===== config.mk =====
export PLATFORM = sky130hd
export DESIGN_NAME = mandelbrot_escape_time_pixel_top
export DESIGN_NICKNAME = d
export VERILOG_FILES = /design/src/rtl/core/met_pkg.sv /design/src/rtl/core/met_seq.sv /design/src/rtl/core/met_dp.sv /design/src/rtl/core/mandelbrot_escape_time_pixel_top.sv
export SDC_FILE = /design/constraint.sdc
export NUM_CORES = 2
export LEC_CHECK = 0
export ABC_AREA = 1
export BUFFER_PORTS_ARGS = -buffer_cell sky130_fd_sc_hd__buf_2
export CAP_MARGIN = 40
export CORE_ASPECT_RATIO = 0.9
export CORE_MARGIN = 3
export CORE_UTILIZATION = 30
export DETAILED_ROUTE_END_ITERATION = 8
export HOLD_SLACK_MARGIN = 0.08
export PLACE_DENSITY = 0.55
export RECOVER_POWER = 25
export SKIP_CTS_REPAIR_TIMING = 1
export SLEW_MARGIN = 40
export SYNTH_ARGS = -nofsm -noshare
export SYNTH_HDL_FRONTEND = slang
export SYNTH_SLANG_ARGS = --single-unit

===== constraint.sdc =====
create_clock -name clk -period 17.3 [get_ports clk]
set_input_delay 3.46 -clock clk [delete_from_list [all_inputs] [get_ports clk]]
set_output_delay 3.46 -clock clk [all_outputs]
set_load 0.02 [all_outputs]

===== src/rtl/core/met_pkg.sv =====
// Shared types, constants, helpers and microcode for the Mandelbrot escape-time pixel block.
package met_pkg;

	// Q4.28 fixed point
	localparam int Q_W    = 32;
	localparam int FRAC   = 28;
	// signed width of 2*index - size (index up to 10 bits, size up to 4096)
	localparam int D_W    = 14;
	localparam int STEP_W = 30;
	localparam int PROD_W = 64;
	// rounded squares reach 2^34
	localparam int SQ_W   = 35;
	// rounded cross magnitude reaches 2^35, plus sign
	localparam int XM_W   = 36;
	localparam int X_W    = 37;
	// update sums
	localparam int SUM_W  = 38;
	localparam int LEN_W  = 36;
	localparam int CNT_W  = 8;
	localparam int PC_W   = 4;

	localparam logic [LEN_W-1:0]  ESC_LIMIT = LEN_W'(4) << FRAC;
	localparam logic [PROD_W-1:0] HALF_SQ   = PROD_W'(1) << (FRAC - 1);
	localparam logic [PROD_W-1:0] HALF_X    = PROD_W'(1) << (FRAC - 2);

	// program addresses
	localparam logic [PC_W-1:0] PC_IDLE = PC_W'(0);
	localparam logic [PC_W-1:0] PC_MRE  = PC_W'(1);
	localparam logic [PC_W-1:0] PC_MIM  = PC_W'(2);
	localparam logic [PC_W-1:0] PC_INIT = PC_W'(3);
	localparam logic [PC_W-1:0] PC_SQR  = PC_W'(4);
	localparam logic [PC_W-1:0] PC_SQI  = PC_W'(5);
	localparam logic [PC_W-1:0] PC_XRI  = PC_W'(6);
	localparam logic [PC_W-1:0] PC_XRD  = PC_W'(7);
	localparam logic [PC_W-1:0] PC_UPD  = PC_W'(8);
	localparam logic [PC_W-1:0] PC_EMIT = PC_W'(9);

	typedef enum logic [2:0] {
		JMP_NEXT,
		JMP_WAIT_IN,
		JMP_LOOP,
		JMP_WAIT_OUT,
		JMP_GOTO
	} jmp_t;

	typedef enum logic [2:0] {
		MUL_NONE,
		MUL_MAP_RE,
		MUL_MAP_IM,
		MUL_ZR_ZR,
		MUL_ZI_ZI,
		MUL_ZR_ZI
	} mul_sel_t;

	typedef struct packed {
		jmp_t            jmp;
		logic [PC_W-1:0] target;
		mul_sel_t        mul;
		logic            load_cre;
		logic            load_cim;
		logic            clear_z;
		logic            load_zr2;
		logic            load_zi2;
		logic            load_x;
		logic            update;
		logic            emit;
	} uword_t;

	typedef struct packed {
		logic in_fire;
		logic out_free;
		logic go_on;
	} seq_stat_t;

	function automatic logic signed [Q_W-1:0] sat32(input logic signed [PROD_W-1:0] v);
		if (v > 64'sh0000_0000_7FFF_FFFF)
			return 32'sh7FFF_FFFF;
		else if (v < 64'shFFFF_FFFF_8000_0000)
			return 32'sh8000_0000;
		else
			return v[Q_W-1:0];
	endfunction

	function automatic logic [Q_W-1:0] mag32(input logic signed [Q_W-1:0] v);
		logic signed [Q_W-1:0] n;
		n = -v;
		return v[Q_W-1] ? n : v;
	endfunction

	// microcode ROM
	function automatic uword_t met_ucode(input logic [PC_W-1:0] pc);
		uword_t w;
		w = '{jmp: JMP_NEXT, target: PC_IDLE, mul: MUL_NONE, default: 1'b0};
		unique case (pc)
			PC_IDLE: begin
				w.jmp    = JMP_WAIT_IN;
				w.target = PC_MRE;
			end
			PC_MRE: w.mul = MUL_MAP_RE;
			PC_MIM: begin
				w.load_cre = 1'b1;
				w.mul      = MUL_MAP_IM;
			end
			PC_INIT: begin
				w.load_cim = 1'b1;
				w.clear_z  = 1'b1;
			end
			PC_SQR: w.mul = MUL_ZR_ZR;
			PC_SQI: begin
				w.load_zr2 = 1'b1;
				w.mul      = MUL_ZI_ZI;
			end
			PC_XRI: begin
				w.load_zi2 = 1'b1;
				w.mul      = MUL_ZR_ZI;
			end
			PC_XRD: w.load_x = 1'b1;
			PC_UPD: begin
				w.update = 1'b1;
				w.jmp    = JMP_LOOP;
				w.target = PC_SQR;
			end
			PC_EMIT: begin
				w.emit   = 1'b1;
				w.jmp    = JMP_WAIT_OUT;
				w.target = PC_IDLE;
			end
			default: begin
				w.jmp    = JMP_GOTO;
				w.target = PC_IDLE;
			end
		endcase
		return w;
	endfunction

endpackage


===== src/rtl/core/met_seq.sv =====
// Microcode sequencer: step counter, ROM lookup and conditional jumps.
module met_seq (
	input  logic               clk,
	input  logic               arst_n,
	input  met_pkg::seq_stat_t stat,
	output met_pkg::uword_t    uw
);
	import met_pkg::*;

	logic [PC_W-1:0] pc_q;
	logic [PC_W-1:0] pc_d;
	logic [PC_W-1:0] pc_inc;

	assign uw     = met_ucode(pc_q);
	assign pc_inc = pc_q + PC_W'(1);

	always_comb begin
		unique case (uw.jmp)
			JMP_NEXT:     pc_d = pc_inc;
			JMP_WAIT_IN:  pc_d = stat.in_fire ? uw.target : pc_q;
			JMP_LOOP:     pc_d = stat.go_on ? uw.target : pc_inc;
			JMP_WAIT_OUT: pc_d = stat.out_free ? uw.target : pc_q;
			JMP_GOTO:     pc_d = uw.target;
			default:      pc_d = PC_IDLE;
		endcase
	end

	always_ff @(posedge clk or negedge arst_n) begin
		if (!arst_n) begin
			pc_q <= PC_IDLE;
		end else begin
			pc_q <= pc_d;
		end
	end

endmodule


===== src/rtl/core/met_dp.sv =====
// Datapath: coordinate mapping, shared 32x32 magnitude multiplier, z registers, counter.
module met_dp #(
	parameter int IMAGE_WIDTH  = 640,
	parameter int IMAGE_HEIGHT = 480
) (
	input  logic                     clk,
	input  met_pkg::uword_t          uw,
	input  logic                     in_fire,
	input  logic [9:0]               pixel_column,
	input  logic [8:0]               pixel_row,
	input  logic [met_pkg::CNT_W-1:0] limit,
	output logic [met_pkg::CNT_W-1:0] count,
	output logic                     go_on
);
	import met_pkg::*;

	localparam logic [STEP_W-1:0] STEP_RE =
		STEP_W'(((64'd1 << 29) + 64'(IMAGE_WIDTH / 2)) / 64'(IMAGE_WIDTH));
	localparam logic [STEP_W-1:0] STEP_IM =
		STEP_W'(((64'd1 << 29) + 64'(IMAGE_HEIGHT / 2)) / 64'(IMAGE_HEIGHT));
	localparam logic signed [D_W-1:0] SIZE_RE = D_W'(IMAGE_WIDTH);
	localparam logic signed [D_W-1:0] SIZE_IM = D_W'(IMAGE_HEIGHT);

	logic signed [D_W-1:0]  d_re_q, d_im_q;
	logic signed [Q_W-1:0]  c_re_q, c_im_q, zr_q, zi_q;
	logic [SQ_W-1:0]        zr2_q, zi2_q;
	logic signed [X_W-1:0]  x_q;
	logic [PROD_W-1:0]      prod_q;
	logic                   prod_neg_q;
	logic [CNT_W-1:0]       count_q;

	logic signed [Q_W-1:0]  op_a, op_b;
	logic [Q_W-1:0]         mag_a, mag_b;
	logic [PROD_W-1:0]      prod_d;
	logic signed [PROD_W-1:0] sprod;
	logic [PROD_W-1:0]      sq_sum, x_sum;
	logic [SQ_W-1:0]        sq_rnd;
	logic [XM_W-1:0]        x_mag;
	logic signed [X_W-1:0]  x_pos;
	logic signed [SUM_W-1:0] zi_sum, zr_sum;
	logic [LEN_W-1:0]       len;
	logic [CNT_W-1:0]       cnt_inc;

	// operand select for the shared multiplier
	always_comb begin
		unique case (uw.mul)
			MUL_MAP_RE: begin
				op_a = Q_W'(d_re_q);
				op_b = signed'(Q_W'(STEP_RE));
			end
			MUL_MAP_IM: begin
				op_a = Q_W'(d_im_q);
				op_b = signed'(Q_W'(STEP_IM));
			end
			MUL_ZR_ZR: begin
				op_a = zr_q;
				op_b = zr_q;
			end
			MUL_ZI_ZI: begin
				op_a = zi_q;
				op_b = zi_q;
			end
			MUL_ZR_ZI: begin
				op_a = zr_q;
				op_b = zi_q;
			end
			default: begin
				op_a = '0;
				op_b = '0;
			end
		endcase
	end

	assign mag_a  = mag32(op_a);
	assign mag_b  = mag32(op_b);
	assign prod_d = mag_a * mag_b;

	// signed product for the coordinate map
	assign sprod  = prod_neg_q ? -signed'(prod_q) : signed'(prod_q);
	// round half up after dropping the fraction
	assign sq_sum = prod_q + HALF_SQ;
	assign sq_rnd = sq_sum[FRAC +: SQ_W];
	// 2*p rounded at 2^28 equals p rounded at 2^27
	assign x_sum  = prod_q + HALF_X;
	assign x_mag  = x_sum[FRAC-1 +: XM_W];
	assign x_pos  = signed'({1'b0, x_mag});

	assign zi_sum = SUM_W'(x_q) + SUM_W'(c_im_q);
	assign zr_sum = SUM_W'(signed'({1'b0, zr2_q})) - SUM_W'(signed'({1'b0, zi2_q}))
		+ SUM_W'(c_re_q);
	assign len     = {1'b0, zr2_q} + {1'b0, zi2_q};
	assign cnt_inc = count_q + CNT_W'(1);

	assign go_on = (cnt_inc < limit) && (len < ESC_LIMIT);
	assign count = count_q;

	always_ff @(posedge clk) begin
		if (in_fire) begin
			d_re_q <= signed'(D_W'({pixel_column, 1'b0})) - SIZE_RE;
			d_im_q <= signed'(D_W'({pixel_row, 1'b0})) - SIZE_IM;
		end
		if (uw.mul != MUL_NONE) begin
			prod_q     <= prod_d;
			prod_neg_q <= op_a[Q_W-1] ^ op_b[Q_W-1];
		end
		if (uw.load_cre)
			c_re_q <= sat32(sprod);
		if (uw.load_cim)
			c_im_q <= sat32(sprod);
		if (uw.load_zr2)
			zr2_q <= sq_rnd;
		if (uw.load_zi2)
			zi2_q <= sq_rnd;
		if (uw.load_x)
			x_q <= prod_neg_q ? -x_pos : x_pos;
		if (uw.clear_z) begin
			zr_q    <= '0;
			zi_q    <= '0;
			count_q <= '0;
		end else if (uw.update) begin
			zr_q    <= sat32(PROD_W'(zr_sum));
			zi_q    <= sat32(PROD_W'(zi_sum));
			count_q <= cnt_inc;
		end
	end

endmodule


===== src/rtl/core/mandelbrot_escape_time_pixel_top.sv =====
// Top level of the Mandelbrot escape-time pixel evaluator.
//
//  channel | signals                                   | transfer when
//  --------+-------------------------------------------+------------------------
//  cfg     | cfg_valid, cfg_ready, cfg_data[7:0]       | cfg_valid & cfg_ready
//  in      | in_valid, in_ready, pixel_column, pixel_row | in_valid & in_ready
//  out     | out_valid, out_ready, iteration_count     | out_valid & out_ready
//
// An item runs through these steps, N being its iteration count (1..max_iterations):
// one idle step, three mapping steps, five steps per iteration and one emit step.
// Five steps per iteration come from the single shared 32x32 multiplier, which
// forms zr*zr, zi*zi and zr*zi in turn, plus the rounding and update steps.
// One pixel is in flight at a time; in_ready is high only in the idle step.
// The result sits in an output register, so the next pixel is taken while it waits.
// Reset clears the step counter and the output valid and sets the limit to 255.
// cfg_ready is always high; the limit is read live, so write it only while idle.
module mandelbrot_escape_time_pixel_top #(
	parameter int IMAGE_WIDTH  = 640,
	parameter int IMAGE_HEIGHT = 480
) (
	input  logic       clk,
	input  logic       arst_n,
	input  logic       cfg_valid,
	output logic       cfg_ready,
	input  logic [7:0] cfg_data,
	input  logic       in_valid,
	output logic       in_ready,
	input  logic [9:0] pixel_column,
	input  logic [8:0] pixel_row,
	output logic       out_valid,
	input  logic       out_ready,
	output logic [7:0] iteration_count
);
	import met_pkg::*;

	uword_t           uw;
	seq_stat_t        stat;
	logic             in_fire;
	logic             out_free;
	logic             go_on;
	logic [CNT_W-1:0] count;
	logic [CNT_W-1:0] max_iter_q;
	logic             out_valid_q;
	logic [CNT_W-1:0] count_q;

	// input taken only while the program waits in the idle step
	assign in_ready = (uw.jmp == JMP_WAIT_IN);
	assign in_fire  = in_valid && in_ready;
	// output slot free if empty or being drained this cycle
	assign out_free = !out_valid_q || out_ready;

	assign stat = '{in_fire: in_fire, out_free: out_free, go_on: go_on};

	assign cfg_ready       = 1'b1;
	assign out_valid       = out_valid_q;
	assign iteration_count = count_q;

	met_seq u_seq (
		.clk    (clk),
		.arst_n (arst_n),
		.stat   (stat),
		.uw     (uw)
	);

	met_dp #(
		.IMAGE_WIDTH  (IMAGE_WIDTH),
		.IMAGE_HEIGHT (IMAGE_HEIGHT)
	) u_dp (
		.clk          (clk),
		.uw           (uw),
		.in_fire      (in_fire),
		.pixel_column (pixel_column),
		.pixel_row    (pixel_row),
		.limit        (max_iter_q),
		.count        (count),
		.go_on        (go_on)
	);

	// limit register and output valid
	always_ff @(posedge clk or negedge arst_n) begin
		if (!arst_n) begin
			max_iter_q  <= CNT_W'(255);
			out_valid_q <= 1'b0;
		end else begin
			if (cfg_valid && cfg_ready)
				max_iter_q <= cfg_data;
			if (uw.emit && out_free)
				out_valid_q <= 1'b1;
			else if (out_ready)
				out_valid_q <= 1'b0;
		end
	end

	// result payload
	always_ff @(posedge clk) begin
		if (uw.emit && out_free)
			count_q <= count;
	end

endmodule

Word-level counts from Yosys, hierarchy flattened --
Cells that the tools add are included.
Operators by class: add/subtract/negate cells 14, $mul 1, order comparisons 8, eq/ne operators 20, multiplexer cells 27, bitwise operators 1, reduce and logical (&&, ||, !) cells 13
Operators by type and width (count):
- 32-bit 2-to-1 mux | 8
- 32-bit one-hot mux with 4 select lines | 2
- 38-bit by 32-bit > comparator with 1-bit output (second input constant) | 2
- 38-bit by 32-bit < comparator with 1-bit output (second input constant) | 2
- 64-bit by 32-bit > comparator with 1-bit output (second input constant) | 1
- 64-bit by 32-bit < comparator with 1-bit output (second input constant) | 1
- 32-bit by 32-bit multiplier with 64-bit output | 1
- 64-bit 2-to-1 mux | 1
- 32-bit negation | 2
- 64-bit negation | 1
- 63-bit by 27-bit adder with 63-bit output (second input constant) | 1
- 63-bit by 28-bit adder with 63-bit output (second input constant) | 1
- 37-bit by 32-bit adder with 38-bit output | 1
- 36-bit by 32-bit adder with 37-bit output | 1
- 36-bit negation with 37-bit output | 1
- 35-bit by 35-bit adder with 36-bit output | 1
- 36-bit by 31-bit < comparator with 1-bit output (second input constant) | 1
- 36-bit 2-to-1 mux | 1
- 35-bit by 35-bit subtractor with 36-bit output | 1
- 7-bit one-hot mux with 4 select lines | 1
- 4-bit one-hot mux with 5 select lines | 1
- 4-bit by 3-bit equality test with 1-bit output (second input constant) | 4
- 3-bit one-hot mux with 5 select lines | 1
- 3-bit by 2-bit equality test with 1-bit output (second input constant) | 4
- 26 further kinds | 43
Word-level totals: register bits after elaboration 357, input port bits 32

Longest topological paths before layout --
depth in word-level cells 8, mapped depth 54, gate-level depth less buffers 51

Modules after synthesis --
From an unflattened synthesis, not the netlist that was laid out.
Unflattened totals: cells, all modules 8357, area, all modules 62854.0 um2
Modules (own cells, without submodules):
- met_dp | instances 1, cells an instance 8223, area an instance 61656.6 um2, seq. area each 9158.8 um2
- mandelbrot_escape_time_pixel_top | instances 1, cells an instance 55, area an instance 641.9 um2, seq. area each 475.5 um2
- met_seq | instances 1, cells an instance 79, area an instance 555.5 um2, seq. area each 100.1 um2

Worst setup path after synthesis --
OpenSTA, ideal clock, no wires.
path type register -> register, start point register u_seq.pc_q[0], end point register u_dp.prod_q[62] (data pin), arrival 9235 ps, setup slack 7807 ps, stages on the path, launching flop included 50, clock period less this slack 9493 ps, path through dfrtp_1 -> inv_1 -> ha_1 -> nand2_1 -> nand2_4 -> inv_4 -> nand3_4 -> buf_6 -> o21ai_1 -> nor2_4 -> clkbuf_1 -> ha_1 -> inv_1 -> nor3_2 -> inv_1 -> nor2_1 -> nand2_1 -> nand2_4 -> [... 14 more ...] -> inv_1 -> fa_1 -> inv_1 -> ha_1 -> inv_1 -> o21bai_1 -> a21oi_1 -> o21ai_0 -> a21oi_1 -> nand2_1 -> a21oi_1 -> inv_1 -> a21oi_1 -> inv_1 -> nand2_1 -> inv_1 -> o21ai_0 -> nand2_1
Between the ends: word-level cells in the longest chain between the ends 8, elaborated cells between the ends (all ways) 20, classes of those cells add/sub: 2; mul: 1; eq/ne: 10; mux: 5; reduce/logical: 2
RTL lines:
- from (decl) | line met_seq.sv:10 | logic [PC_W-1:0] pc_q;
- from (signal assigned) | line met_seq.sv:32 | pc_q <= pc_d;
- 4-bit by 3-bit equality test with 1-bit output (tied with other cells) | line met_pkg.sv:94 | unique case (pc)
- 3-bit one-hot mux with 5 select lines (*) | line met_pkg.sv:94
- 3-bit by 2-bit equality test with 1-bit output / 3-bit equality test (equally long branches) | line met_dp.sv:46 | unique case (uw.mul)
- 2-bit OR reduction (no line)
- 32-bit one-hot mux with 4 select lines | line met_dp.sv:46
- 32-bit negation | line met_pkg.sv:86 | n = -v;
- 32-bit 2-to-1 mux | line met_pkg.sv:87 | return v[Q_W-1] ? n : v;
- 32-bit by 32-bit multiplier with 64-bit output (*) | line met_dp.sv:76 | assign prod_d = mag_a * mag_b;
- named net u_dp.prod_d[62] | line met_dp.sv:34 | logic [PROD_W-1:0] prod_d;
- to (signal assigned) | line met_dp.sv:103 | prod_q <= prod_d;
- to (decl) | line met_dp.sv:28 | logic [PROD_W-1:0] prod_q;
Mark *: on every way through the listed nets, which the timed path passes. The rest lies on a longest branch. A chain may end at the register's enable or synchronous reset.

Worst setup path after layout --
start point register u_seq.pc_q[1], end point register u_dp.prod_q[63] (data pin)
Same word-level chain as after synthesis.

==> flow_summary.toml <==
[floorplanning]
fp.dieH_um = 440
initial_utilization = 0.303
row_count = 158
pin_count = 43
fp.coreArea_um2 = 207000
die_w_um = 488
dieArea_um2 = 215000

[final_layout]
stdcell_count = 11000
area_growth_pct = 6.86
drive_gt1_frac = 0.0499
nNetsFinal = 9558
postLayoutCoreUtil = 0.324

[sta]
rsz0062_at_grt = "no"
hold_viol_final = 0
setup_viol = 0
period_needed_ns = 11.94
timing.final.ws_setup_ns = 5.36
clock.fmax_mhz = 83.8
setup_tns_ns = 0
worst_slew_pin_slew_ns = 2.64
finClkSkew_ns = 0.0364
relSlewSlack = -0.757
period_share = 0.690
maxSlewViolCount = 183

[logic_synthesis]
synth_cell_type_count = 72
ys_top_cells_by_area = "fa_1 29%, edfxtp_1 13%, nand2_1 12%"
synth-edff-count = 265
ys_ff_latch = 350
ys.flop_type = "edfxtp_1"
synth_top_cell_area_share = 0.287
yosys_warnings = 0
yosysSeqAreaShare = 0.155
synth_top_cells_by_count = "1,956 x nand2_1, 1,667 x inv_1, 1,039 x nor2_1, 899 x fa_1, 428 x ha_1"
yosysTopAreaCell = "fa_1"
synth.most_common_cell = "nand2_1"
avgSynthCellArea_um2 = 7.55
async_flop_share = 0.0371
synth_cells = 8318
synth_nets = 9677
syn_area_um2 = 62800

[clock_tree]
htreeDepth = 2
clkTransAtPathRegs_ns = 0.07
cts-root-buf = "clkbuf_16"
cts_buffers = 43
clockBufferDepth = 3
clock_latency_ns = 0.63
cts.sinks = 350
cts_tree = "yes"

[global_routing]
use_met3 = 0.0384
grt_usage = 0.222
grt_max_degree = 76
antenna_found_initial = 4
grt_pass1_vias = 55600
gr-usage-met2 = 0.352
top_usage_layer = "met2"
grt_pass1_wl_um = 357000
grtUsageMet1 = 0.310
grt-ovfl-total = 0

[worst_setup_path]
cp_slowest_cell = "clkinv_1"
cp_top_family = "adder cells"
cp_data_arrival_time_ns = 12.30
reg2regPathDepth = 45
path_class = "flop to flop"
cp-end-kind = "flop"
path_buf_inv = 13
r2r-start = "u_seq.pc_q[1]"
path_depth = 45
critPathMaxFanout = 28
crit_top_cell = "nand2_1"
critPathMaxStageDelay_ns = 0.80
startpoint = "u_seq.pc_q[1]"
required_ns = 17.66
worstSetupStartpointType = "flop"

[drt]
postRouteAntennaNets = 0
drtPass1Iterations = 6
dr_total_vias = 54300
remaining_drc_errors = 0
viasPerCell = 4.96
wirelength_um = 239000
drt_iter0_drc = 4990
wl_per_cell_um = 21.8

[run]
drv_cap = 5

[placed_design]
io_buffers = 41
place_ws_ns = 5.57
gp_congestion = 0.972
dpl.hpwl_um = 202000
dp.cells = 10900

[run_status]
outcome = "complete, but fails checks"
violations = "max-capacitance violations, max-slew violations"

[worst_hold_path]
hp-start = "u_dp.zi_q[31]"
hp-class = "flop to flop"
holdPathStages = 2
[logic make-up after synthesis]
family / Yosys count / synth area share
muxes: 1 / 0.000179
adders and majority gates: 1327 / 0.372
DFF: 350 / 0.155
buffers and inverters: 1991 / 0.126
other: 1 / 0.0000597
and+or+nand+nor: 3558 / 0.233
AOI/OAI and AO/OA: 792 / 0.0702
xor gates and xnor gates: 298 / 0.0433
[final timing paths]
kind	end	slack, ns
max reg2reg	u_dp.prod_q[63]	5.36
min	u_dp.zi_q[31]	0.47
min in group asynchronous	u_seq.pc_q[1]	2.75
min reg2reg	u_dp.zi_q[31]	0.47
max	u_dp.prod_q[63]	5.36
max in group asynchronous	max_iter_q[0]	14.27
[cell usage in the layout, fill, tap and decap left out, types with 9 or more instances in the layout]
cell / instances
xor2_1: 215
inv_2: 55
nand4_1: 54
inv_1: 1662
nor3_1: 62
nand3_2: 11
nor2_1: 1035
o21ai_1: 15
a21oi_1: 390
nand2_4: 22
edfxtp_1: 265
xnor2_1: 69
a21o_1: 31
buf_2: 41
clkbuf_16: 43
dfxtp_1: 72
ha_1: 428
clkinv_1: 9
a21boi_0: 10
nand2_1: 1947
buf_4: 49
nand3b_1: 16
nor2_2: 24
nand3_1: 267
nor4_1: 15
o21bai_1: 30
o21ai_0: 217
o22ai_1: 13
nand2_2: 52
a31oi_1: 33
fa_1: 899
[per-stage QoR]
| stage | hold WS (ns) | instance area, µm² |
|---|---|---|
| 2_1_floorplan | 0.434 | 62800 |
| 3_3_place_gp | 0.451 | 65500 |
| 3_5_place_dp | 0.455 | 65600 |
| 4_1_cts | 0.469 | 67100 |
| 5_1_grt | 0.490 | 67100 |
| 6_report | 0.469 | 67100 |
[cell type report]
class	count	area, µm²
Clock buffer	50	1150
Multi-Input combinational cell	5977	45300
Clock inverter	29	318
Fill cell	22300	140000
Inverter	1726	6490
Antenna cell	6	15.0
Timing Repair Buffer	101	691
Sequential cell	350	9730
Tap cell	2720	3400
[sequential cells by signal (all words and copies together) (netlist names)]
signal	flops
u_dp.prod_neg_q	1
u_dp.zr_q	32
u_dp.c_im_q	32
u_dp.zr2_q	35
u_dp.d_re_q	11
u_dp.zi2_q	35
out_valid	1
u_dp.x_q	37
u_dp.d_im_q	10
u_dp.c_re_q	32
max_iter_q	8
u_seq.pc_q	4
u_dp.prod_q	64
u_dp.count	8
iteration_count	8
u_dp.zi_q	32
[per-layer routing]
metal | vias up | routed length (µm)
met1 | 27100 | 107000
li1 | 25000 | -
met3 | 318 | 18300
met4 | 0 | 7620
met2 | 1925 | 107000
met5 | - | 0
[tightest hold or removal path: stages, from the launching register on]
cell	delay (ns)
dfxtp_1	0.31
nand2_1	0.06
a21oi_1	0.05
Power is left out: the tool's default activity adds up to more than one toggle a clock period on the data nets, which glitch-free logic cannot reach.
